$ cat src/rtl/core/blw_pkg.sv
// Shared types and codes for the line pixel walker.
// No dependencies; imported by blw_setup and the top level.
package blw_pkg;

    // Request kinds carried on the input tuser bit
    typedef enum logic {
        REQ_START = 1'b0,
        REQ_NEXT  = 1'b1
    } req_type_t;

    // Orientation of a line against the local (major, minor) walk
    typedef struct packed {
        logic neg_x;   // screen x runs against the walk
        logic neg_y;   // screen y runs against the walk
        logic steep;   // major axis is y
    } line_flags_t;

endpackage

$ cat src/rtl/core/blw_setup.sv
// Start-of-line decode: origin, final endpoint, axis lengths and orientation.
// Pure combinational; depends on blw_pkg for line_flags_t.
module blw_setup
    import blw_pkg::*;
#(
    parameter int COORD_BITS = 12
) (
    input  logic [COORD_BITS-1:0] start_x,
    input  logic [COORD_BITS-1:0] start_y,
    input  logic [COORD_BITS-1:0] end_x,
    input  logic [COORD_BITS-1:0] end_y,
    output logic [COORD_BITS-1:0] origin_x,
    output logic [COORD_BITS-1:0] origin_y,
    output logic [COORD_BITS-1:0] endpt_x,
    output logic [COORD_BITS-1:0] endpt_y,
    output logic [COORD_BITS-1:0] major_len,
    output logic [COORD_BITS-1:0] minor_len,
    output line_flags_t           flags
);

    logic [COORD_BITS:0]   dx;
    logic [COORD_BITS:0]   dy;
    logic [COORD_BITS:0]   dx_mag;
    logic [COORD_BITS:0]   dy_mag;
    logic                  dx_neg;
    logic                  dy_neg;
    logic                  swap_ends;
    logic [COORD_BITS-1:0] adx;
    logic [COORD_BITS-1:0] ady;

    // Signed deltas, one bit wider than a coordinate
    assign dx     = {1'b0, end_x} - {1'b0, start_x};
    assign dy     = {1'b0, end_y} - {1'b0, start_y};
    assign dx_neg = dx[COORD_BITS];
    assign dy_neg = dy[COORD_BITS];
    assign dx_mag = dx_neg ? (~dx + 1'b1) : dx;
    assign dy_mag = dy_neg ? (~dy + 1'b1) : dy;
    assign adx    = dx_mag[COORD_BITS-1:0];
    assign ady    = dy_mag[COORD_BITS-1:0];

    // Walk from the end point when both deltas go negative
    assign swap_ends = dx_neg && dy_neg;

    always_comb begin
        if (swap_ends) begin
            origin_x    = end_x;
            origin_y    = end_y;
            endpt_x     = start_x;
            endpt_y     = start_y;
            flags.neg_x = 1'b0;
            flags.neg_y = 1'b0;
        end else begin
            origin_x    = start_x;
            origin_y    = start_y;
            endpt_x     = end_x;
            endpt_y     = end_y;
            flags.neg_x = dx_neg;
            flags.neg_y = dy_neg;
        end
        flags.steep = ady > adx;
        major_len   = flags.steep ? ady : adx;
        minor_len   = flags.steep ? adx : ady;
    end

endmodule

$ cat src/rtl/core/bresenham_line_pixel_walker_unit.sv
// Top level of the line pixel walker: walk state, error update, output register.
// Depends on blw_pkg and blw_setup.
//
//  channel | dir | tdata (low bit up)                        | tuser        | tlast
//  s_      | in  | start_x, start_y, end_x, end_y            | req_type     | -
//  m_      | out | pixel_x, pixel_y                          | pixel_valid  | last_pixel
//
// One beat in gives one registered beat out in the next cycle, at a sustained one beat per clock while m_tready holds.
// The error subtract/add and the one-step position update sit between the walk
// registers and the output register; that path sets the clock.
// aresetn (synchronous, active low) clears the active line and the output valid.
// A stalled output holds its beat; s_tready follows the output register and m_tready only.
module bresenham_line_pixel_walker_unit
    import blw_pkg::*;
#(
    parameter int COORD_BITS = 12
) (
    input  logic                                  aclk,
    input  logic                                  aresetn,
    input  logic                                  s_tvalid,
    output logic                                  s_tready,
    // start_x, start_y, end_x, end_y, zero fill to bytes
    input  logic [((4*COORD_BITS+7)/8)*8-1:0]     s_tdata,
    // req_type
    input  logic [0:0]                            s_tuser,
    output logic                                  m_tvalid,
    input  logic                                  m_tready,
    // pixel_x, pixel_y, zero fill to bytes
    output logic [((2*COORD_BITS+7)/8)*8-1:0]     m_tdata,
    // pixel_valid
    output logic [0:0]                            m_tuser,
    output logic                                  m_tlast
);

    localparam int CB    = COORD_BITS;
    localparam int OUT_W = ((2*COORD_BITS+7)/8)*8;
    localparam int ERR_W = COORD_BITS + 3;

    // Input fields
    logic [CB-1:0] start_x;
    logic [CB-1:0] start_y;
    logic [CB-1:0] end_x;
    logic [CB-1:0] end_y;
    req_type_t     req_type;
    logic          accept;

    assign start_x  = s_tdata[CB-1:0];
    assign start_y  = s_tdata[2*CB-1:CB];
    assign end_x    = s_tdata[3*CB-1:2*CB];
    assign end_y    = s_tdata[4*CB-1:3*CB];
    assign req_type = req_type_t'(s_tuser[0]);

    // Start decode
    logic [CB-1:0] set_origin_x;
    logic [CB-1:0] set_origin_y;
    logic [CB-1:0] set_endpt_x;
    logic [CB-1:0] set_endpt_y;
    logic [CB-1:0] set_major;
    logic [CB-1:0] set_minor;
    line_flags_t   set_flags;

    blw_setup #(
        .COORD_BITS (COORD_BITS)
    ) u_setup (
        .start_x   (start_x),
        .start_y   (start_y),
        .end_x     (end_x),
        .end_y     (end_y),
        .origin_x  (set_origin_x),
        .origin_y  (set_origin_y),
        .endpt_x   (set_endpt_x),
        .endpt_y   (set_endpt_y),
        .major_len (set_major),
        .minor_len (set_minor),
        .flags     (set_flags)
    );

    // Walk state
    logic                    active_reg,    active_next;
    line_flags_t             flags_reg,     flags_next;
    logic [CB-1:0]           major_len_reg, major_len_next;
    logic [CB-1:0]           minor_len_reg, minor_len_next;
    logic [CB-1:0]           major_pos_reg, major_pos_next;
    logic signed [ERR_W-1:0] error_reg,     error_next;
    logic [CB-1:0]           pos_x_reg,     pos_x_next;
    logic [CB-1:0]           pos_y_reg,     pos_y_next;
    logic [CB-1:0]           endpt_x_reg,   endpt_x_next;
    logic [CB-1:0]           endpt_y_reg,   endpt_y_next;

    // Output register
    logic          m_valid_reg;
    logic [CB-1:0] out_x_reg,     out_x_next;
    logic [CB-1:0] out_y_reg,     out_y_next;
    logic          out_valid_reg, out_valid_next;
    logic          out_last_reg,  out_last_next;

    assign s_tready = !m_valid_reg || m_tready;
    assign accept   = s_tvalid && s_tready;

    // One walk step: error update, minor step decision, end detection
    logic [CB:0]             step_pos;
    logic signed [ERR_W-1:0] err_sub;
    logic signed [ERR_W-1:0] twice_minor;
    logic signed [ERR_W-1:0] twice_major;
    logic                    minor_step;
    logic                    at_end;
    logic                    step_x;
    logic                    step_y;
    logic [CB-1:0]           x_stepped;
    logic [CB-1:0]           y_stepped;

    assign step_pos    = {1'b0, major_pos_reg} + 1'b1;
    assign twice_minor = $signed({2'b00, minor_len_reg, 1'b0});
    assign twice_major = $signed({2'b00, major_len_reg, 1'b0});
    assign err_sub     = error_reg - twice_minor;
    assign minor_step  = err_sub <= 0;
    assign at_end      = step_pos >= {1'b0, major_len_reg};
    assign step_x      = !flags_reg.steep || minor_step;
    assign step_y      = flags_reg.steep || minor_step;
    assign x_stepped   = flags_reg.neg_x ? pos_x_reg - 1'b1 : pos_x_reg + 1'b1;
    assign y_stepped   = flags_reg.neg_y ? pos_y_reg - 1'b1 : pos_y_reg + 1'b1;

    // Next state and result for the beat on the input
    always_comb begin
        active_next    = active_reg;
        flags_next     = flags_reg;
        major_len_next = major_len_reg;
        minor_len_next = minor_len_reg;
        major_pos_next = major_pos_reg;
        error_next     = error_reg;
        pos_x_next     = pos_x_reg;
        pos_y_next     = pos_y_reg;
        endpt_x_next   = endpt_x_reg;
        endpt_y_next   = endpt_y_reg;
        out_x_next     = '0;
        out_y_next     = '0;
        out_valid_next = 1'b0;
        out_last_next  = 1'b0;

        priority if (req_type == REQ_START) begin
            flags_next     = set_flags;
            major_len_next = set_major;
            minor_len_next = set_minor;
            major_pos_next = '0;
            error_next     = $signed({3'b000, set_major});
            pos_x_next     = set_origin_x;
            pos_y_next     = set_origin_y;
            endpt_x_next   = set_endpt_x;
            endpt_y_next   = set_endpt_y;
            active_next    = set_major != '0;
            out_x_next     = set_origin_x;
            out_y_next     = set_origin_y;
            out_valid_next = 1'b1;
            out_last_next  = set_major == '0;
        end else if (active_reg) begin
            error_next     = minor_step ? err_sub + twice_major : err_sub;
            out_valid_next = 1'b1;
            if (at_end) begin
                // Finish on the exact endpoint
                active_next    = 1'b0;
                major_pos_next = major_len_reg;
                pos_x_next     = endpt_x_reg;
                pos_y_next     = endpt_y_reg;
                out_x_next     = endpt_x_reg;
                out_y_next     = endpt_y_reg;
                out_last_next  = 1'b1;
            end else begin
                major_pos_next = step_pos[CB-1:0];
                pos_x_next     = step_x ? x_stepped : pos_x_reg;
                pos_y_next     = step_y ? y_stepped : pos_y_reg;
                out_x_next     = step_x ? x_stepped : pos_x_reg;
                out_y_next     = step_y ? y_stepped : pos_y_reg;
            end
        end else begin
            // No line: hand back an invalid pixel
            out_valid_next = 1'b0;
        end
    end

    // Control state
    always_ff @(posedge aclk) begin
        if (!aresetn) begin
            active_reg  <= 1'b0;
            m_valid_reg <= 1'b0;
        end else begin
            if (accept) begin
                active_reg  <= active_next;
                m_valid_reg <= 1'b1;
            end else if (m_tready) begin
                m_valid_reg <= 1'b0;
            end
        end
    end

    // Walk payload and output beat, loaded on each accepted beat
    always_ff @(posedge aclk) begin
        if (accept) begin
            flags_reg     <= flags_next;
            major_len_reg <= major_len_next;
            minor_len_reg <= minor_len_next;
            major_pos_reg <= major_pos_next;
            error_reg     <= error_next;
            pos_x_reg     <= pos_x_next;
            pos_y_reg     <= pos_y_next;
            endpt_x_reg   <= endpt_x_next;
            endpt_y_reg   <= endpt_y_next;
            out_x_reg     <= out_x_next;
            out_y_reg     <= out_y_next;
            out_valid_reg <= out_valid_next;
            out_last_reg  <= out_last_next;
        end
    end

    assign m_tvalid   = m_valid_reg;
    assign m_tdata    = OUT_W'({out_y_reg, out_x_reg});
    assign m_tuser[0] = out_valid_reg;
    assign m_tlast    = out_last_reg;

    // Checks on the walk logic
    a_invalid_is_blank: assert property (@(posedge aclk) disable iff (!aresetn)
        m_tvalid && !m_tuser[0] |-> !m_tlast && m_tdata == '0)
        else $error("invalid pixel beat carries data");

    a_last_ends_line: assert property (@(posedge aclk) disable iff (!aresetn)
        m_tvalid && m_tlast |-> !active_reg)
        else $error("line still active after its last pixel");

    a_pos_in_range: assert property (@(posedge aclk) disable iff (!aresetn)
        active_reg |-> major_pos_reg < major_len_reg)
        else $error("walk position past line length");

    a_point_line: assert property (@(posedge aclk) disable iff (!aresetn)
        accept && req_type == REQ_START && start_x == end_x && start_y == end_y
        |=> m_tvalid && m_tlast && m_tuser[0] && !active_reg)
        else $error("single point line not finished at once");

endmodule

$ cat config.mk
export PLATFORM = sky130hd
export DESIGN_NAME = bresenham_line_pixel_walker_unit
export DESIGN_NICKNAME = d
export VERILOG_FILES = /design/src/rtl/core/blw_pkg.sv /design/src/rtl/core/blw_setup.sv /design/src/rtl/core/bresenham_line_pixel_walker_unit.sv
export SDC_FILE = /design/constraint.sdc
export NUM_CORES = 1
export LEC_CHECK = 0
export BUFFER_PORTS_ARGS = -buffer_cell sky130_fd_sc_hd__buf_4
export CORE_MARGIN = 4
export CORE_UTILIZATION = 46
export CTS_CLUSTER_SIZE = 12
export DETAILED_ROUTE_END_ITERATION = 10
export GPL_TIMING_DRIVEN = 0
export PLACE_DENSITY = 0.74
export SYNTH_ARGS = -nofsm -noshare
export SYNTH_HDL_FRONTEND = slang
export SYNTH_HIERARCHICAL = 1
export SYNTH_SLANG_ARGS = --single-unit
$ cat constraint.sdc
create_clock -name aclk -period 6.24 [get_ports aclk]
set_input_delay 0.312 -clock aclk [delete_from_list [all_inputs] [get_ports aclk]]
set_output_delay 0.312 -clock aclk [all_outputs]
set_load 0.02 [all_outputs]
==> results_tabular.tex <==
\begin{tabular}{lr}
\hline
Metric & Value \\
\hline
\multicolumn{2}{l}{\textbf{Outcome}} \\
\quad Result of the run & finished clean \\
\multicolumn{2}{l}{\textbf{Synth}} \\
\quad Most instantiated flip-flop cell in the synthesis netlist & sky130\_fd\_sc\_hd\_\_edfxtp\_1 \\
\quad Syn\_area\_per\_cell & 9.51 um2 \\
\quad Async S/R FF share, synth & 0 \\
\quad Distinct cell type count after synthesis & 99 \\
\quad Proportion of synthesized chip area in sequential cells & 0.350 \\
\quad Xor-xnor portion of the synthesized cell area & 0.0655 \\
\quad Post-synthesis cell type with the largest combined area & sky130\_fd\_sc\_hd\_\_edfxtp\_1 \\
\quad Cell with the most instances after synthesis & sky130\_fd\_sc\_hd\_\_edfxtp\_1 \\
\quad Commonest cells post-synth & sky130\_fd\_sc\_hd\_\_edfxtp\_1, sky130\_fd\_sc\_hd\_\_ha\_1, sky130\_fd\_sc\_hd\_\_inv\_1 \\
\quad Mux share of post-synthesis cell area & 0.0703 \\
\quad Count of flip-flops with a built-in enable after synthesis & 128 \\
\quad Largest cells by area after synthesis & sky130\_fd\_sc\_hd\_\_edfxtp\_1, sky130\_fd\_sc\_hd\_\_ha\_1, sky130\_fd\_sc\_hd\_\_mux2i\_1 \\
\quad Share of Yosys cell area claimed by the top area cell type & 0.347 \\
\quad Share of synthesized cell area in and, or, nand and nor gates & 0.143 \\
\quad Synth Warn \# & 6 \\
\quad Cells after synthesis & 1,166 \\
\quad Main combinational cell family by area after synthesis & compound AO/OA/AOI/OAI gates \\
\quad Fraction of the mapped netlist area in adder cells & 0.118 \\
\quad Synthesized area & 11,100 um2 \\
\quad Synth Net Count & 1,320 \\
\quad Compound-cell area share of the yosys netlist & 0.200 \\
\quad Register bit total from synthesis & 130 \\
\multicolumn{2}{l}{\textbf{Setup path}} \\
\quad Critical path capture point type & register \\
\quad Largest stage delay on the critical path & 410 ps \\
\quad Crit path max-delay cell type & sky130\_fd\_sc\_hd\_\_fa\_1 \\
\quad Count of buffer and inverter cells on the critical path & 6 \\
\quad Maximum net fanout on the critical path & 10 \\
\quad Endpoint required time on the critical path & 6480 ps \\
\quad Family of cells with the greatest summed delay on the critical path & compound AO/OA/AOI/OAI gates \\
\quad Signal arrival time at the worst endpoint & 5690 ps \\
\quad Critical path class & primary input to register \\
\quad Worst setup SP type & primary input \\
\multicolumn{2}{l}{\textbf{Hold path}} \\
\quad Worst hold path type & primary input to register \\
\multicolumn{2}{l}{\textbf{Clock network}} \\
\quad Clock transition time at the flip-flop clock pins of the worst setup and hold paths & 60 ps \\
\quad H-Tree Depth & 4 \\
\quad Number of hold buffers added after cts & 0 \\
\quad Clk\_lat worst skew & 440 ps \\
\quad Total CTS buffers & 17 \\
\quad Setup Buffers After CTS & 0 \\
\quad Number of clock sinks & 130 \\
\quad Resize count post-CTS & 0 \\
\quad Clock tree from TritonCTS & built \\
\quad Clock tree root buffer cell & sky130\_fd\_sc\_hd\_\_clkbuf\_16 \\
\quad CTS max path bufs & 2 \\
\multicolumn{2}{l}{\textbf{Timing}} \\
\quad Clock Skews & 11.4 ps \\
\quad Final Hold Violating Endpoints & 0 \\
\quad Period Utilization, post-route & 0.874 \\
\quad Worst rel slew slack & 0.147 \\
\quad Fin crit period & 5450 ps \\
\quad Worst-Margin Slew & 1280 ps \\
\quad Maximum operating frequency & 0.183 GHz \\
\quad Pins Over Slew Limit & 0 \\
\quad RSZ-0062 raised after global routing & false \\
\quad Fin worst setup slack & 789 ps \\
\quad \# setup viols final & 0 \\
\quad Hold WS & 122 ps \\
\quad Setup TNS after final layout & 0 ps \\
\multicolumn{2}{l}{\textbf{Drt}} \\
\quad Aggregate routed wire length & 30,800 um \\
\quad Count of TritonRoute iterations in the first routing pass & 8 \\
\quad Total DRC errors in the routed layout & 0 \\
\quad Count of antenna-violating nets left after detailed routing & 0 \\
\quad Average detailed-routed wire length per instance & 19.3 um \\
\quad Via density per instance & 5.97 \\
\quad Via count & 9,540 \\
\quad First DRT Iteration DRCs & 900 \\
\multicolumn{2}{l}{\textbf{Finish}} \\
\quad Area Growth Syn to Fin & 14.8\% \\
\quad Layout Cells excl Fill & 1,599 \\
\quad Total area of multi-input combinational cells & 6640 um2 \\
\quad Share of layout cells above drive strength 1 & 0.154 \\
\quad Diodes inserted & 0 \\
\quad Core occupancy in the finished layout & 0.539 \\
\quad Number of nets in the layout & 1,421 \\
\quad Seq. cell area & 3880 um2 \\
\quad Largest register FFs & 15 \\
\quad Layout filler cell count & 2,068 \\
\multicolumn{2}{l}{\textbf{Flow run}} \\
\quad Count of max-cap constraint violations & 0 \\
\multicolumn{2}{l}{\textbf{Floorplanning}} \\
\quad Die area & 26,600 um2 \\
\quad Placement row count & 56 \\
\quad I/O pin total & 81 \\
\quad Die Wd & 163 um \\
\quad DIE HEIGHT & 163 um \\
\quad Area of the placeable core & 23,600 um2 \\
\quad Initial core utilization & 0.469 \\
\multicolumn{2}{l}{\textbf{GRT}} \\
\quad Global-route usage over all layers & 0.228 \\
\quad Wire length of the first global-routing pass & 47,700 um \\
\quad Number of antenna violations at the first check in global routing & 0 \\
\quad Number of global-route vias before repair & 9,050 \\
\quad Grt ovf & 0 \\
\quad Pin count of the biggest net entering global routing & 34 \\
\multicolumn{2}{l}{\textbf{Placement}} \\
\quad Final HPWL DP & 23,900 um \\
\quad Number of port buffers & 80 \\
\quad Last weighted congestion value of the routability-driven placer & 0.932 \\
\quad Post-Place Worst Slack & 518 ps \\
\quad Placed cell count & 1,567 \\
\multicolumn{2}{l}{\textbf{Power and ir drop}} \\
\quad Combinational group share of total power & 0.544 \\
\quad Register share of total power & 0.251 \\
\quad Sw power & 0.00211 W \\
\quad Highest ir drop seen on vdd & 172 uV \\
\quad Total power per unit cell area & 392 nW/um2 \\
\quad Standby leakage power & 5.29 nW \\
\quad P\_int & 0.00287 W \\
\quad Part of the power in the clock network & 0.204 \\
\quad Fraction of power spent switching nets & 0.423 \\
\hline
\end{tabular}
==> layout by cell type (no fill, tap or decap), types with 28 or more instances in the layout <==
cell type | netlist | routed
sky130_fd_sc_hd__xor2_1 | 36 | 36
sky130_fd_sc_hd__buf_4 | 1 | 81
sky130_fd_sc_hd__ha_1 | 95 | 95
sky130_fd_sc_hd__nand2_1 | 75 | 75
sky130_fd_sc_hd__o21ai_0 | 69 | 69
sky130_fd_sc_hd__inv_1 | 92 | 92
sky130_fd_sc_hd__edfxtp_1 | 128 | 128
sky130_fd_sc_hd__mux2i_1 | 49 | 49
sky130_fd_sc_hd__nor2_1 | 83 | 81
sky130_fd_sc_hd__a21oi_1 | 81 | 81
sky130_fd_sc_hd__a31oi_1 | 35 | 35
sky130_fd_sc_hd__xnor2_1 | 45 | 45
sky130_fd_sc_hd__nor2b_1 | 28 | 28
==> cell type report <==
class	instances	share of cell area
timing repair buffer	82	0.0504
clock buffer	17	0.0334
tap	319	0.0314
sequential	130	0.305
clock inverter	15	0.0124
inverter	92	0.0271
multi-input combinational	900	0.522
buffer	44	0.0182
==> per-layer routing <==
layer,vias up,part of all wire,track usage
li1,4526,-,-
met1,4509,0.43,0.313
met2,429,0.45,0.363
met3,76,0.078,0.0328
met4,0,0.036,0.0926
met5,-,0,0
==> power by group through the flow <==
stage / clock network, W / logic [W] / registers [W]
after floorplan: 0 / 0.00200 / 0.00127
after global placement: 0 / 0.00258 / 0.00127
after detailed placement: 0 / 0.00265 / 0.00127
after CTS: 0.00103 / 0.00267 / 0.00125
after global routing: 0.00106 / 0.00298 / 0.00126
final: 0.00102 / 0.00271 / 0.00125
==> logic make-up (layout without fill, tap and decap cells) <==
group / Yosys count / after routing
AOI/OAI and AO/OA: 333 / 333
and+or+nand+nor: 312 / 312
buffers and inverters: 136 / 250
DFF: 130 / 130
adders and majority gates: 101 / 101
xor gates and xnor gates: 82 / 82
muxes: 72 / 72
==> metrics by stage <==
stage	power, W	instance area (um2)
after floorplan	0.00327	11100
after global placement	0.00385	12100
after detailed placement	0.00392	12100
after CTS	0.00495	12700
after global routing	0.00530	12700
final	0.00498	12700
==> path summary, 6_finish.rpt <==
path,start,endpoint,slack [ps],depth (start not counted)
worst min-delay path,aresetn,active_reg$_SDFFE_PN0P_,120,2
worst max register to register,major_pos_reg[0]$_SDFFCE_PN0P_,pos_x_reg[7]$_DFFE_PP_,1810,14
worst min register to register,m_tvalid$_SDFFE_PN0P_,m_tvalid$_SDFFE_PN0P_,540,2
worst max-delay path,s_tdata[24],m_tlast$_DFFE_PP_,790,25
No activity file was read; power rests on OpenSTA's default activity.
